$ cat src/hdl/keyed_case_mask_set_table_top_assert.svh
// Assertion macros for the keyed case-mask set table.
`ifndef KEYED_CASE_MASK_SET_TABLE_TOP_ASSERT_SVH
`define KEYED_CASE_MASK_SET_TABLE_TOP_ASSERT_SVH

// Same-cycle implication, disabled while reset is asserted.
`define KCMST_ASSERT_NOW(label, clk, rst_n, ante, cons, msg) \
	label: assert property (@(posedge clk) disable iff (!rst_n) (ante) |-> (cons)) \
		else $error(msg);

// Next-cycle implication, disabled while reset is asserted.
`define KCMST_ASSERT_NEXT(label, clk, rst_n, ante, cons, msg) \
	label: assert property (@(posedge clk) disable iff (!rst_n) (ante) |=> (cons)) \
		else $error(msg);

`endif

$ cat src/hdl/kcmst_pkg.sv
// Shared constants, codes and types of the keyed case-mask set table.
package kcmst_pkg;

	localparam int TABLE_DEPTH = 16;
	localparam int KEY_BITS    = 16;
	localparam int MASK_BITS   = 64;

	// Field widths of the request and response items
	localparam int OP_W     = 3;
	localparam int KEY_W    = 16;
	localparam int CIDX_W   = 6;
	localparam int MASK_W   = 64;
	localparam int STATUS_W = 2;

	typedef enum logic [OP_W-1:0] {
		OP_CLEAR    = 3'd0,
		OP_ADD_CASE = 3'd1,
		OP_ADD_ALL  = 3'd2,
		OP_MERGE    = 3'd3,
		OP_REMOVE   = 3'd4,
		OP_LOOKUP   = 3'd5,
		OP_SUBSET   = 3'd6
	} kcmst_op_t;

	typedef enum logic [STATUS_W-1:0] {
		ST_DONE   = 2'd0,
		ST_FULL   = 2'd1,
		ST_ABSENT = 2'd2
	} kcmst_status_t;

	// Broadcast from the controller to every cell
	typedef struct packed {
		logic                 search;
		logic                 clear_all;
		logic                 wr_hit;
		logic                 wr_new;
		logic                 del_hit;
		logic [KEY_BITS-1:0]  key;
		logic [MASK_BITS-1:0] mask;
	} kcmst_cmd_t;

	// Per-cell flags seen by the controller
	typedef struct packed {
		logic valid;
		logic sel_hit;
		logic sel_free;
	} kcmst_cell_st_t;

endpackage

$ cat src/hdl/kcmst_req_if.sv
// Request channel: one table operation per item.
interface kcmst_req_if;
	import kcmst_pkg::*;

	logic              valid;
	logic              ready;
	logic [OP_W-1:0]   operation;
	logic [KEY_W-1:0]  type_key;
	logic [CIDX_W-1:0] case_pos;
	logic [MASK_W-1:0] case_bits;
	logic              last;

	modport source (output valid, operation, type_key, case_pos, case_bits, last,
		input ready);
	modport sink (input valid, operation, type_key, case_pos, case_bits, last,
		output ready);
endinterface

$ cat src/hdl/kcmst_rsp_if.sv
// Response channel: one result item per request item.
interface kcmst_rsp_if;
	import kcmst_pkg::*;

	logic                valid;
	logic                ready;
	logic [STATUS_W-1:0] status;
	logic                found;
	logic [MASK_W-1:0]   stored_mask;
	logic                subset_result;
	logic                subset_done;

	modport source (output valid, status, found, stored_mask, subset_result, subset_done,
		input ready);
	modport sink (input valid, status, found, stored_mask, subset_result, subset_done,
		output ready);
endinterface

$ cat src/hdl/keyed_case_mask_set_table_top.sv
// Top level of the keyed case-mask set table: controller, cell chain and result register.
//
//   port  role    carries
//   req   sink    operation, type_key, case_pos, case_bits, last
//   rsp   source  status, found, stored_mask, subset_result, subset_done
//
// Each item passes through a search state over the cell chain (key match and first
// free slot), then an update state that read-modify-writes the selected cell and loads the result.
// The next item is taken in the update cycle, so its search can start while the last result waits.
// A result waiting in the output register holds the update cycle until it is taken.
// Reset empties the table and sets the running subset verdict; no clearing pass.
module keyed_case_mask_set_table_top (
	input logic  clk,
	input logic  arst_n,
	kcmst_req_if.sink   req,
	kcmst_rsp_if.source rsp
);
	import kcmst_pkg::*;

	`include "keyed_case_mask_set_table_top_assert.svh"

	typedef enum logic [2:0] {
		S_IDLE   = 3'b001,
		S_SEARCH = 3'b010,
		S_UPDATE = 3'b100
	} state_t;

	state_t state_q;

	logic [OP_W-1:0]      op_q;
	logic [KEY_BITS-1:0]  key_q;
	logic [CIDX_W-1:0]    cidx_q;
	logic [MASK_BITS-1:0] mask_q;
	logic                 last_q;

	logic                 found_s1;
	logic                 full_s1;
	logic [MASK_BITS-1:0] old_s1;

	logic                 run_q;

	logic                 out_valid_q;
	logic [STATUS_W-1:0]  status_q;
	logic                 found_q;
	logic [MASK_BITS-1:0] stored_q;
	logic                 result_q;
	logic                 done_q;

	logic accept;
	logic commit;

	kcmst_cmd_t           cmd;
	logic [TABLE_DEPTH:0] hit_c;
	logic [TABLE_DEPTH:0] free_c;
	logic [MASK_BITS-1:0] mask_c [TABLE_DEPTH+1];
	kcmst_cell_st_t       cell_st [TABLE_DEPTH];
	logic [TABLE_DEPTH-1:0] valid_v;
	logic [TABLE_DEPTH-1:0] hit_v;
	logic [TABLE_DEPTH-1:0] free_v;

	// Update-cycle decisions
	logic                 cidx_ok;
	logic [MASK_BITS-1:0] case_bit;
	logic [MASK_BITS-1:0] new_mask;
	logic [MASK_BITS-1:0] rem_mask;
	logic                 cover_ok;
	logic                 verdict;
	logic                 run_next;
	logic [STATUS_W-1:0]  status_d;
	logic                 found_d;
	logic [MASK_BITS-1:0] stored_d;
	logic                 done_d;
	logic                 wr_hit_d;
	logic                 wr_new_d;
	logic                 del_hit_d;
	logic                 clear_d;

	assign commit    = (state_q == S_UPDATE) && (!out_valid_q || rsp.ready);
	assign req.ready = (state_q == S_IDLE) || commit;
	assign accept    = req.valid && req.ready;

	always_ff @(posedge clk or negedge arst_n) begin
		if (!arst_n) begin
			state_q <= S_IDLE;
		end else begin
			case (state_q)
				S_IDLE: begin
					if (accept) state_q <= S_SEARCH;
				end
				S_SEARCH: begin
					state_q <= S_UPDATE;
				end
				S_UPDATE: begin
					if (accept) state_q <= S_SEARCH;
					else if (commit) state_q <= S_IDLE;
				end
				default: begin
					state_q <= S_IDLE;
				end
			endcase
		end
	end

	always_ff @(posedge clk) begin
		if (accept) begin
			op_q   <= req.operation;
			key_q  <= req.type_key[KEY_BITS-1:0];
			cidx_q <= req.case_pos;
			mask_q <= req.case_bits[MASK_BITS-1:0];
			last_q <= req.last;
		end
		if (state_q == S_SEARCH) begin
			found_s1 <= hit_c[TABLE_DEPTH];
			full_s1  <= !free_c[TABLE_DEPTH];
			old_s1   <= mask_c[TABLE_DEPTH];
		end
	end

	// Cell chain
	assign hit_c[0]  = 1'b0;
	assign free_c[0] = 1'b0;
	assign mask_c[0] = '0;

	for (genvar g = 0; g < TABLE_DEPTH; g++) begin : g_cell
		kcmst_cell u_cell (
			.clk      (clk),
			.arst_n   (arst_n),
			.cmd      (cmd),
			.hit_in   (hit_c[g]),
			.free_in  (free_c[g]),
			.mask_in  (mask_c[g]),
			.hit_out  (hit_c[g+1]),
			.free_out (free_c[g+1]),
			.mask_out (mask_c[g+1]),
			.st       (cell_st[g])
		);
	end

	always_comb begin
		for (int i = 0; i < TABLE_DEPTH; i++) begin
			valid_v[i] = cell_st[i].valid;
			hit_v[i]   = cell_st[i].sel_hit;
			free_v[i]  = cell_st[i].sel_free;
		end
	end

	assign cidx_ok  = ({1'b0, cidx_q} < (CIDX_W+1)'(MASK_BITS));
	assign case_bit = MASK_BITS'(1) << cidx_q;
	assign rem_mask = old_s1 & ~mask_q;
	assign cover_ok = found_s1 &&
		((old_s1 == '0) || ((mask_q != '0) && ((mask_q & old_s1) == mask_q)));

	always_comb begin
		status_d  = ST_DONE;
		found_d   = found_s1;
		stored_d  = '0;
		done_d    = 1'b0;
		verdict   = run_q;
		new_mask  = '0;
		wr_hit_d  = 1'b0;
		wr_new_d  = 1'b0;
		del_hit_d = 1'b0;
		clear_d   = 1'b0;
		case (op_q)
			OP_CLEAR: begin
				clear_d = 1'b1;
				verdict = 1'b1;
			end
			OP_ADD_CASE, OP_ADD_ALL, OP_MERGE: begin
				if (op_q == OP_ADD_CASE && !cidx_ok) begin
					stored_d = found_s1 ? old_s1 : '0;
				end else if (found_s1) begin
					if (op_q == OP_ADD_CASE)
						new_mask = (old_s1 == '0) ? '0 : (old_s1 | case_bit);
					else if (op_q == OP_MERGE)
						new_mask = (old_s1 == '0 || mask_q == '0) ? '0 : (old_s1 | mask_q);
					else
						new_mask = '0;
					wr_hit_d = 1'b1;
					stored_d = new_mask;
				end else if (full_s1) begin
					status_d = ST_FULL;
				end else begin
					if (op_q == OP_ADD_CASE)
						new_mask = case_bit;
					else if (op_q == OP_MERGE)
						new_mask = mask_q;
					else
						new_mask = '0;
					wr_new_d = 1'b1;
					stored_d = new_mask;
				end
			end
			OP_REMOVE: begin
				if (!found_s1) begin
					status_d = ST_ABSENT;
				end else if (mask_q == '0 || rem_mask == '0) begin
					del_hit_d = 1'b1;
				end else begin
					new_mask = rem_mask;
					wr_hit_d = 1'b1;
					stored_d = rem_mask;
				end
			end
			OP_LOOKUP: begin
				if (!found_s1) status_d = ST_ABSENT;
				else stored_d = old_s1;
			end
			OP_SUBSET: begin
				if (!found_s1) status_d = ST_ABSENT;
				else stored_d = old_s1;
				verdict = run_q && cover_ok;
				done_d  = last_q;
			end
			default: begin
				found_d = 1'b0;
			end
		endcase
		run_next = done_d ? 1'b1 : verdict;
	end

	always_comb begin
		cmd.search    = (state_q == S_SEARCH);
		cmd.clear_all = commit && clear_d;
		cmd.wr_hit    = commit && wr_hit_d;
		cmd.wr_new    = commit && wr_new_d;
		cmd.del_hit   = commit && del_hit_d;
		cmd.key       = key_q;
		cmd.mask      = new_mask;
	end

	always_ff @(posedge clk or negedge arst_n) begin
		if (!arst_n) begin
			run_q       <= 1'b1;
			out_valid_q <= 1'b0;
		end else begin
			if (commit) begin
				run_q       <= run_next;
				out_valid_q <= 1'b1;
			end else if (rsp.ready) begin
				out_valid_q <= 1'b0;
			end
		end
	end

	always_ff @(posedge clk) begin
		if (commit) begin
			status_q <= status_d;
			found_q  <= found_d;
			stored_q <= stored_d;
			result_q <= verdict;
			done_q   <= done_d;
		end
	end

	assign rsp.valid         = out_valid_q;
	assign rsp.status        = status_q;
	assign rsp.found         = found_q;
	assign rsp.stored_mask   = MASK_W'(stored_q);
	assign rsp.subset_result = result_q;
	assign rsp.subset_done   = done_q;

	`KCMST_ASSERT_NOW(a_one_hit, clk, arst_n, state_q == S_UPDATE, $onehot0(hit_v), "more than one cell claims the key")
	`KCMST_ASSERT_NOW(a_one_free, clk, arst_n, state_q == S_UPDATE, $onehot0(free_v), "more than one cell claims the free slot")
	`KCMST_ASSERT_NOW(a_full_no_free, clk, arst_n, state_q == S_UPDATE && full_s1, free_v == '0, "full table with a free cell selected")
	`KCMST_ASSERT_NEXT(a_search_update, clk, arst_n, state_q == S_SEARCH, state_q == S_UPDATE && out_valid_q == $past(out_valid_q && !rsp.ready), "search not followed by update")
	`KCMST_ASSERT_NEXT(a_clear_empties, clk, arst_n, commit && clear_d, valid_v == '0 && run_q, "clear left an entry valid")
endmodule

$ cat src/hdl/kcmst_cell.sv
// One table entry: key compare, priority hand-off to the next cell and entry update.
module kcmst_cell (
	input  logic                           clk,
	input  logic                           arst_n,
	input  kcmst_pkg::kcmst_cmd_t          cmd,
	input  logic                           hit_in,
	input  logic                           free_in,
	input  logic [kcmst_pkg::MASK_BITS-1:0] mask_in,
	output logic                           hit_out,
	output logic                           free_out,
	output logic [kcmst_pkg::MASK_BITS-1:0] mask_out,
	output kcmst_pkg::kcmst_cell_st_t      st
);
	import kcmst_pkg::*;

	logic                 valid_q;
	logic [KEY_BITS-1:0]  key_q;
	logic [MASK_BITS-1:0] mask_q;
	logic                 sel_hit_s1;
	logic                 sel_free_s1;
	logic                 my_hit;
	logic                 sel_hit;
	logic                 sel_free;

	// The first matching and the first empty cell claim the item; later cells see it taken
	assign my_hit   = valid_q && (key_q == cmd.key);
	assign sel_hit  = my_hit && !hit_in;
	assign sel_free = !valid_q && !free_in;
	assign hit_out  = hit_in | my_hit;
	assign free_out = free_in | !valid_q;
	assign mask_out = mask_in | (sel_hit ? mask_q : '0);

	assign st = '{valid: valid_q, sel_hit: sel_hit_s1, sel_free: sel_free_s1};

	always_ff @(posedge clk or negedge arst_n) begin
		if (!arst_n) begin
			valid_q     <= 1'b0;
			sel_hit_s1  <= 1'b0;
			sel_free_s1 <= 1'b0;
		end else begin
			if (cmd.search) begin
				sel_hit_s1  <= sel_hit;
				sel_free_s1 <= sel_free;
			end
			if (cmd.clear_all) begin
				valid_q <= 1'b0;
			end else if (cmd.wr_new && sel_free_s1) begin
				valid_q <= 1'b1;
			end else if (cmd.del_hit && sel_hit_s1) begin
				valid_q <= 1'b0;
			end
		end
	end

	always_ff @(posedge clk) begin
		if (cmd.wr_new && sel_free_s1) begin
			key_q  <= cmd.key;
			mask_q <= cmd.mask;
		end else if (cmd.wr_hit && sel_hit_s1) begin
			mask_q <= cmd.mask;
		end
	end
endmodule
$ cat src/flat_wrapper.sv
// flat-port wrapper written by rule: the top's interface ports become plain ports
module keyed_case_mask_set_table_top_flat import kcmst_pkg::*;
  (clk, arst_n, req_valid, req_operation, req_type_key, req_case_pos, req_case_bits, req_last, req_ready, rsp_valid, rsp_status, rsp_found, rsp_stored_mask, rsp_subset_result, rsp_subset_done, rsp_ready);
  kcmst_req_if req_i ();
  kcmst_rsp_if rsp_i ();
  input logic clk;
  input logic arst_n;
  input wire logic [$bits(req_i.valid)-1:0] req_valid;
  input wire logic [$bits(req_i.operation)-1:0] req_operation;
  input wire logic [$bits(req_i.type_key)-1:0] req_type_key;
  input wire logic [$bits(req_i.case_pos)-1:0] req_case_pos;
  input wire logic [$bits(req_i.case_bits)-1:0] req_case_bits;
  input wire logic [$bits(req_i.last)-1:0] req_last;
  output wire logic [$bits(req_i.ready)-1:0] req_ready;
  output wire logic [$bits(rsp_i.valid)-1:0] rsp_valid;
  output wire logic [$bits(rsp_i.status)-1:0] rsp_status;
  output wire logic [$bits(rsp_i.found)-1:0] rsp_found;
  output wire logic [$bits(rsp_i.stored_mask)-1:0] rsp_stored_mask;
  output wire logic [$bits(rsp_i.subset_result)-1:0] rsp_subset_result;
  output wire logic [$bits(rsp_i.subset_done)-1:0] rsp_subset_done;
  input wire logic [$bits(rsp_i.ready)-1:0] rsp_ready;
  assign req_i.valid = req_valid;
  assign req_i.operation = req_operation;
  assign req_i.type_key = req_type_key;
  assign req_i.case_pos = req_case_pos;
  assign req_i.case_bits = req_case_bits;
  assign req_i.last = req_last;
  assign req_ready = req_i.ready;
  assign rsp_valid = rsp_i.valid;
  assign rsp_status = rsp_i.status;
  assign rsp_found = rsp_i.found;
  assign rsp_stored_mask = rsp_i.stored_mask;
  assign rsp_subset_result = rsp_i.subset_result;
  assign rsp_subset_done = rsp_i.subset_done;
  assign rsp_i.ready = rsp_ready;
  keyed_case_mask_set_table_top u_core (.clk(clk), .arst_n(arst_n), .req(req_i), .rsp(rsp_i));
endmodule
$ cat config.mk
export PLATFORM = sky130hd
export DESIGN_NAME = keyed_case_mask_set_table_top_flat
export DESIGN_NICKNAME = d
export VERILOG_FILES = /design/src/hdl/kcmst_pkg.sv /design/src/hdl/kcmst_req_if.sv /design/src/hdl/kcmst_rsp_if.sv /design/src/hdl/keyed_case_mask_set_table_top.sv /design/src/hdl/kcmst_cell.sv /design/src/flat_wrapper.sv
export VERILOG_INCLUDE_DIRS = /design/src /design/src/hdl
export SDC_FILE = /design/constraint.sdc
export NUM_CORES = 2
export LEC_CHECK = 0
export BUFFER_PORTS_ARGS = -buffer_cell sky130_fd_sc_hd__buf_4
export CORE_ASPECT_RATIO = 2
export CORE_MARGIN = 3
export CORE_UTILIZATION = 55
export CTS_BUF_LIST = sky130_fd_sc_hd__clkbuf_8
export CTS_CLUSTER_DIAMETER = 30
export DETAILED_ROUTE_END_ITERATION = 8
export GPL_TIMING_DRIVEN = 0
export PLACE_DENSITY = 0.75
export SLEW_MARGIN = 25
export SYNTH_ARGS = -nofsm -noshare
export SYNTH_HDL_FRONTEND = slang
export SYNTH_HIERARCHICAL = 1
export SYNTH_SLANG_ARGS = --single-unit
$ cat constraint.sdc
create_clock -name clk -period 19.35 [get_ports clk]
set_clock_uncertainty 0.05 [all_clocks]
set_input_delay 2.9025 -clock clk [delete_from_list [all_inputs] [get_ports clk]]
set_output_delay 2.9025 -clock clk [all_outputs]
set_load 0.005 [all_outputs]
==> impl_metrics.csv <==
group,metric,value,unit
route,vias_per_cell,6.94,
logic_synthesis,syn_area,68900,µm²
setup_path,r2r_end,"u_core/old_s1[61]$_DFFE_PP_",
grt,overflow,0,
setup_path,crit_slowest_cell,"nor4_1",
floorplanning,die_area,130000,µm²
cts,cts_made_buffers,206,
floorplanning,rows,183,
cells_and_area,nets,5123,
grt,grt_pass1_vias,48641,
cells_and_area,finalCoreUtilization,0.631,
pwr,p_leak,30.7,nW
hold_path,whs_path_depth,1,
setup_path,worst_setup_path_start_kind,"flip-flop",
hold_path,hold_class,"flip-flop to flip-flop",
route,ant_nets,0,
pwr,powerDensity,98.8,nW/µm²
setup_path,cp.buffers_inverters,6,
setup_path,cp_common_cell,"a41o_1",
timing,setup_viol,0,
grt,grt_usage,0.354,
setup_path,r2r_start,"u_core/key_q[7]$_DFFE_PP_",
timing,fmax,137,MHz
placement,port_buffers,164,
placement,placed_cell_area,74200,µm²
floorplanning,ios,165,
cts,cts_max_level,4,
cts,clk_pin_slew,0.07,ns
cts,holdBufCountCts,0,
logic_synthesis,postSynthAreaPerCell,15.4,µm²
grt,grt_max_degree,62,
route,dr.pass1.iters,6,
timing,slew_headroom,0.198,
logic_synthesis,synth_cells,4487,
grt,grt_use_met2,0.627,
setup_path,arrival,7.95,ns
route,initialDrtViolationCount,5176,
grt,busiest_layer,"met2",
grt,use_met3,0.0578,
setup_path,worstPathRequired,19.98,ns
cts,postCtsResizedCells,0,
setup_path,cp_top_family,"compound AO/OA/AOI/OAI gates",
cells_and_area,fin_cells,6877,
timing,slew_violations,0,
timing,setup-tns-final,0,ns
cells_and_area,areaGrowthSynthToFinish,13.8,%
cts,clock-sinks,1558,
floorplanning,initial_utilization,0.554,
setup_path,max_stage_delay,0.78,ns
cts,clockBufferDepth,3,
timing,hold_slack,0.447,ns
placement,place_hpwl,175000,µm
placement,place.gp.congestion,1.06,
timing,period_needed,7.32,ns
timing,tightest_slew,1.20,ns
setup_path,path_class,"flip-flop to flip-flop",
timing,rsz0062_at_grt,"no",
setup_path,critPathCaptureType,"flip-flop",
cts,clk_latency,0.97,ns
timing,fin_crit_sh,0.378,
route,route.vias.total,47695,
logic_synthesis,yosys_warnings,6,
route,avgRoutedWirePerCell,33.8,µm
grt,grt_first_pass_wirelength,330000,µm
setup_path,ff2ff_path_depth,25,
placement,placedCellCount,6485,
setup_path,rrSetupSlack,12.03,ns
outcome,status,"complete, no violations",
route,wl,233000,µm
hold_path,worstHoldEndpoint,"u_core/g_cell[5].u_cell/sel_free_s1$_DFFE_PN0P_",
cells_and_area,drive_above_1_share,0.164,
pwr,ir_drop,0.0000829,V
cts,postCtsSetupRepairBufs,0,
floorplanning,die_x,256,µm
grt,grt_use_met1,0.393,
floorplanning,coreArea,124000,µm²
route,drc,0,
grt,grt_antenna_before_repair,6,
flow_run,cap_viol_max_count,0,
cts,cts_root_buf,"clkbuf_8",
cts,cts_tree,"built",
hold_path,worstHoldStart,"u_core/g_cell[5].u_cell/sel_free_s1$_DFFE_PN0P_",
setup_path,worstPathMaxFanout,15,
cells_and_area,stdcell_area,78400,µm²
floorplanning,die_height,506,µm
timing,finalHoldViolations,0,
==> registers in the layout, summed over array words and instances, names as in the netlist <==
signal,count
u_core/cidx_q,6
u_core/found_s1,1
u_core/full_s1,1
u_core/g_cell.u_cell/key_q,256
u_core/g_cell.u_cell/mask_q,1024
u_core/g_cell.u_cell/sel_free_s1,16
u_core/g_cell.u_cell/sel_hit_s1,16
u_core/g_cell.u_cell/valid_q,16
u_core/key_q,16
u_core/last_q,1
u_core/mask_q,64
u_core/old_s1,64
u_core/op_q,3
u_core/rsp.found,1
u_core/rsp.status,2
u_core/rsp.stored_mask,64
u_core/rsp.subset_done,1
u_core/rsp.subset_result,1
u_core/rsp.valid,1
u_core/run_q,1
u_core/state_q,3
==> worst max path at each step <==
stage	startpoint	end	slack, ns	depth (start not counted)
CTS	u_core/key_q[7]$_DFFE_PP_	u_core/old_s1[58]$_DFFE_PP_	12.03	25
finish	u_core/key_q[7]$_DFFE_PP_	u_core/old_s1[61]$_DFFE_PP_	12.03	25
detailed placement	u_core/key_q[7]$_DFFE_PP_	u_core/old_s1[58]$_DFFE_PP_	12.08	25
global route	u_core/key_q[7]$_DFFE_PP_	u_core/old_s1[61]$_DFFE_PP_	11.76	25
floorplan	u_core/state_q[1]$_DFFE_PN0P_	u_core/g_cell[0].u_cell/sel_free_s1$_DFFE_PN0P_	10.08	2
global placement	u_core/state_q[1]$_DFFE_PN0P_	u_core/g_cell[1].u_cell/sel_free_s1$_DFFE_PN0P_	4.71	2
==> placed cells by master (no fill, tap or decap), drive strengths merged, types with 13 or more instances in the layout <==
master and n:
nand4 50, o211ai 22, nor2 107, o22ai 25, xnor2 160, a221o 21
a21o 46, nor4 85, nand3 73, edfxtp 1505, mux2 17, a211o 18
conb 68, clkbuf 437, and2 24, a21oi 58, a31oi 25, o2111ai 30
inv 155, dfrtp 51, and3 13, nand2b 61, nor2b 122, a22oi 14
a32oi 51, nor3 25, o21ai 50, a41o 1041, clkinv 88, buf 473
nand2 101, xor2 49
==> final cells by class <==
cell class,count,area (µm²)
Sequential cell,1558,46500
Fill cell,9036,45900
Multi-Input combinational cell,2479,20300
Clock buffer,217,2990
Timing Repair Buffer,267,2650
Buffer,426,2300
Tap cell,1665,2080
Clock inverter,169,1180
Inverter,91,344
Antenna cell,5,12.5
==> metrics by stage <==
stage | power (mW) | worst slack (ns)
3_3_place_gp | 5.24 | 4.71
5_1_grt | 7.96 | 11.76
6_report | 7.75 | 12.03
4_1_cts | 7.75 | 12.03
3_5_place_dp | 5.31 | 12.08
2_1_floorplan | 4.65 | 10.08
==> metal layers <==
metal,vias to the layer above,routed length (µm)
met5,-,14
met4,2,18400
met3,805,15100
met2,2422,120000
met1,24128,79100
li1,20338,-
==> power breakdown <==
part	internal, mW	switching (mW)	leakage, nW
Combinational	0.361	0.806	14.0
Clock	1.20	1.26	2.31
Sequential	3.92	0.203	14.4
Total	5.48	2.27	30.7
(Power assumes the default switching activity.)
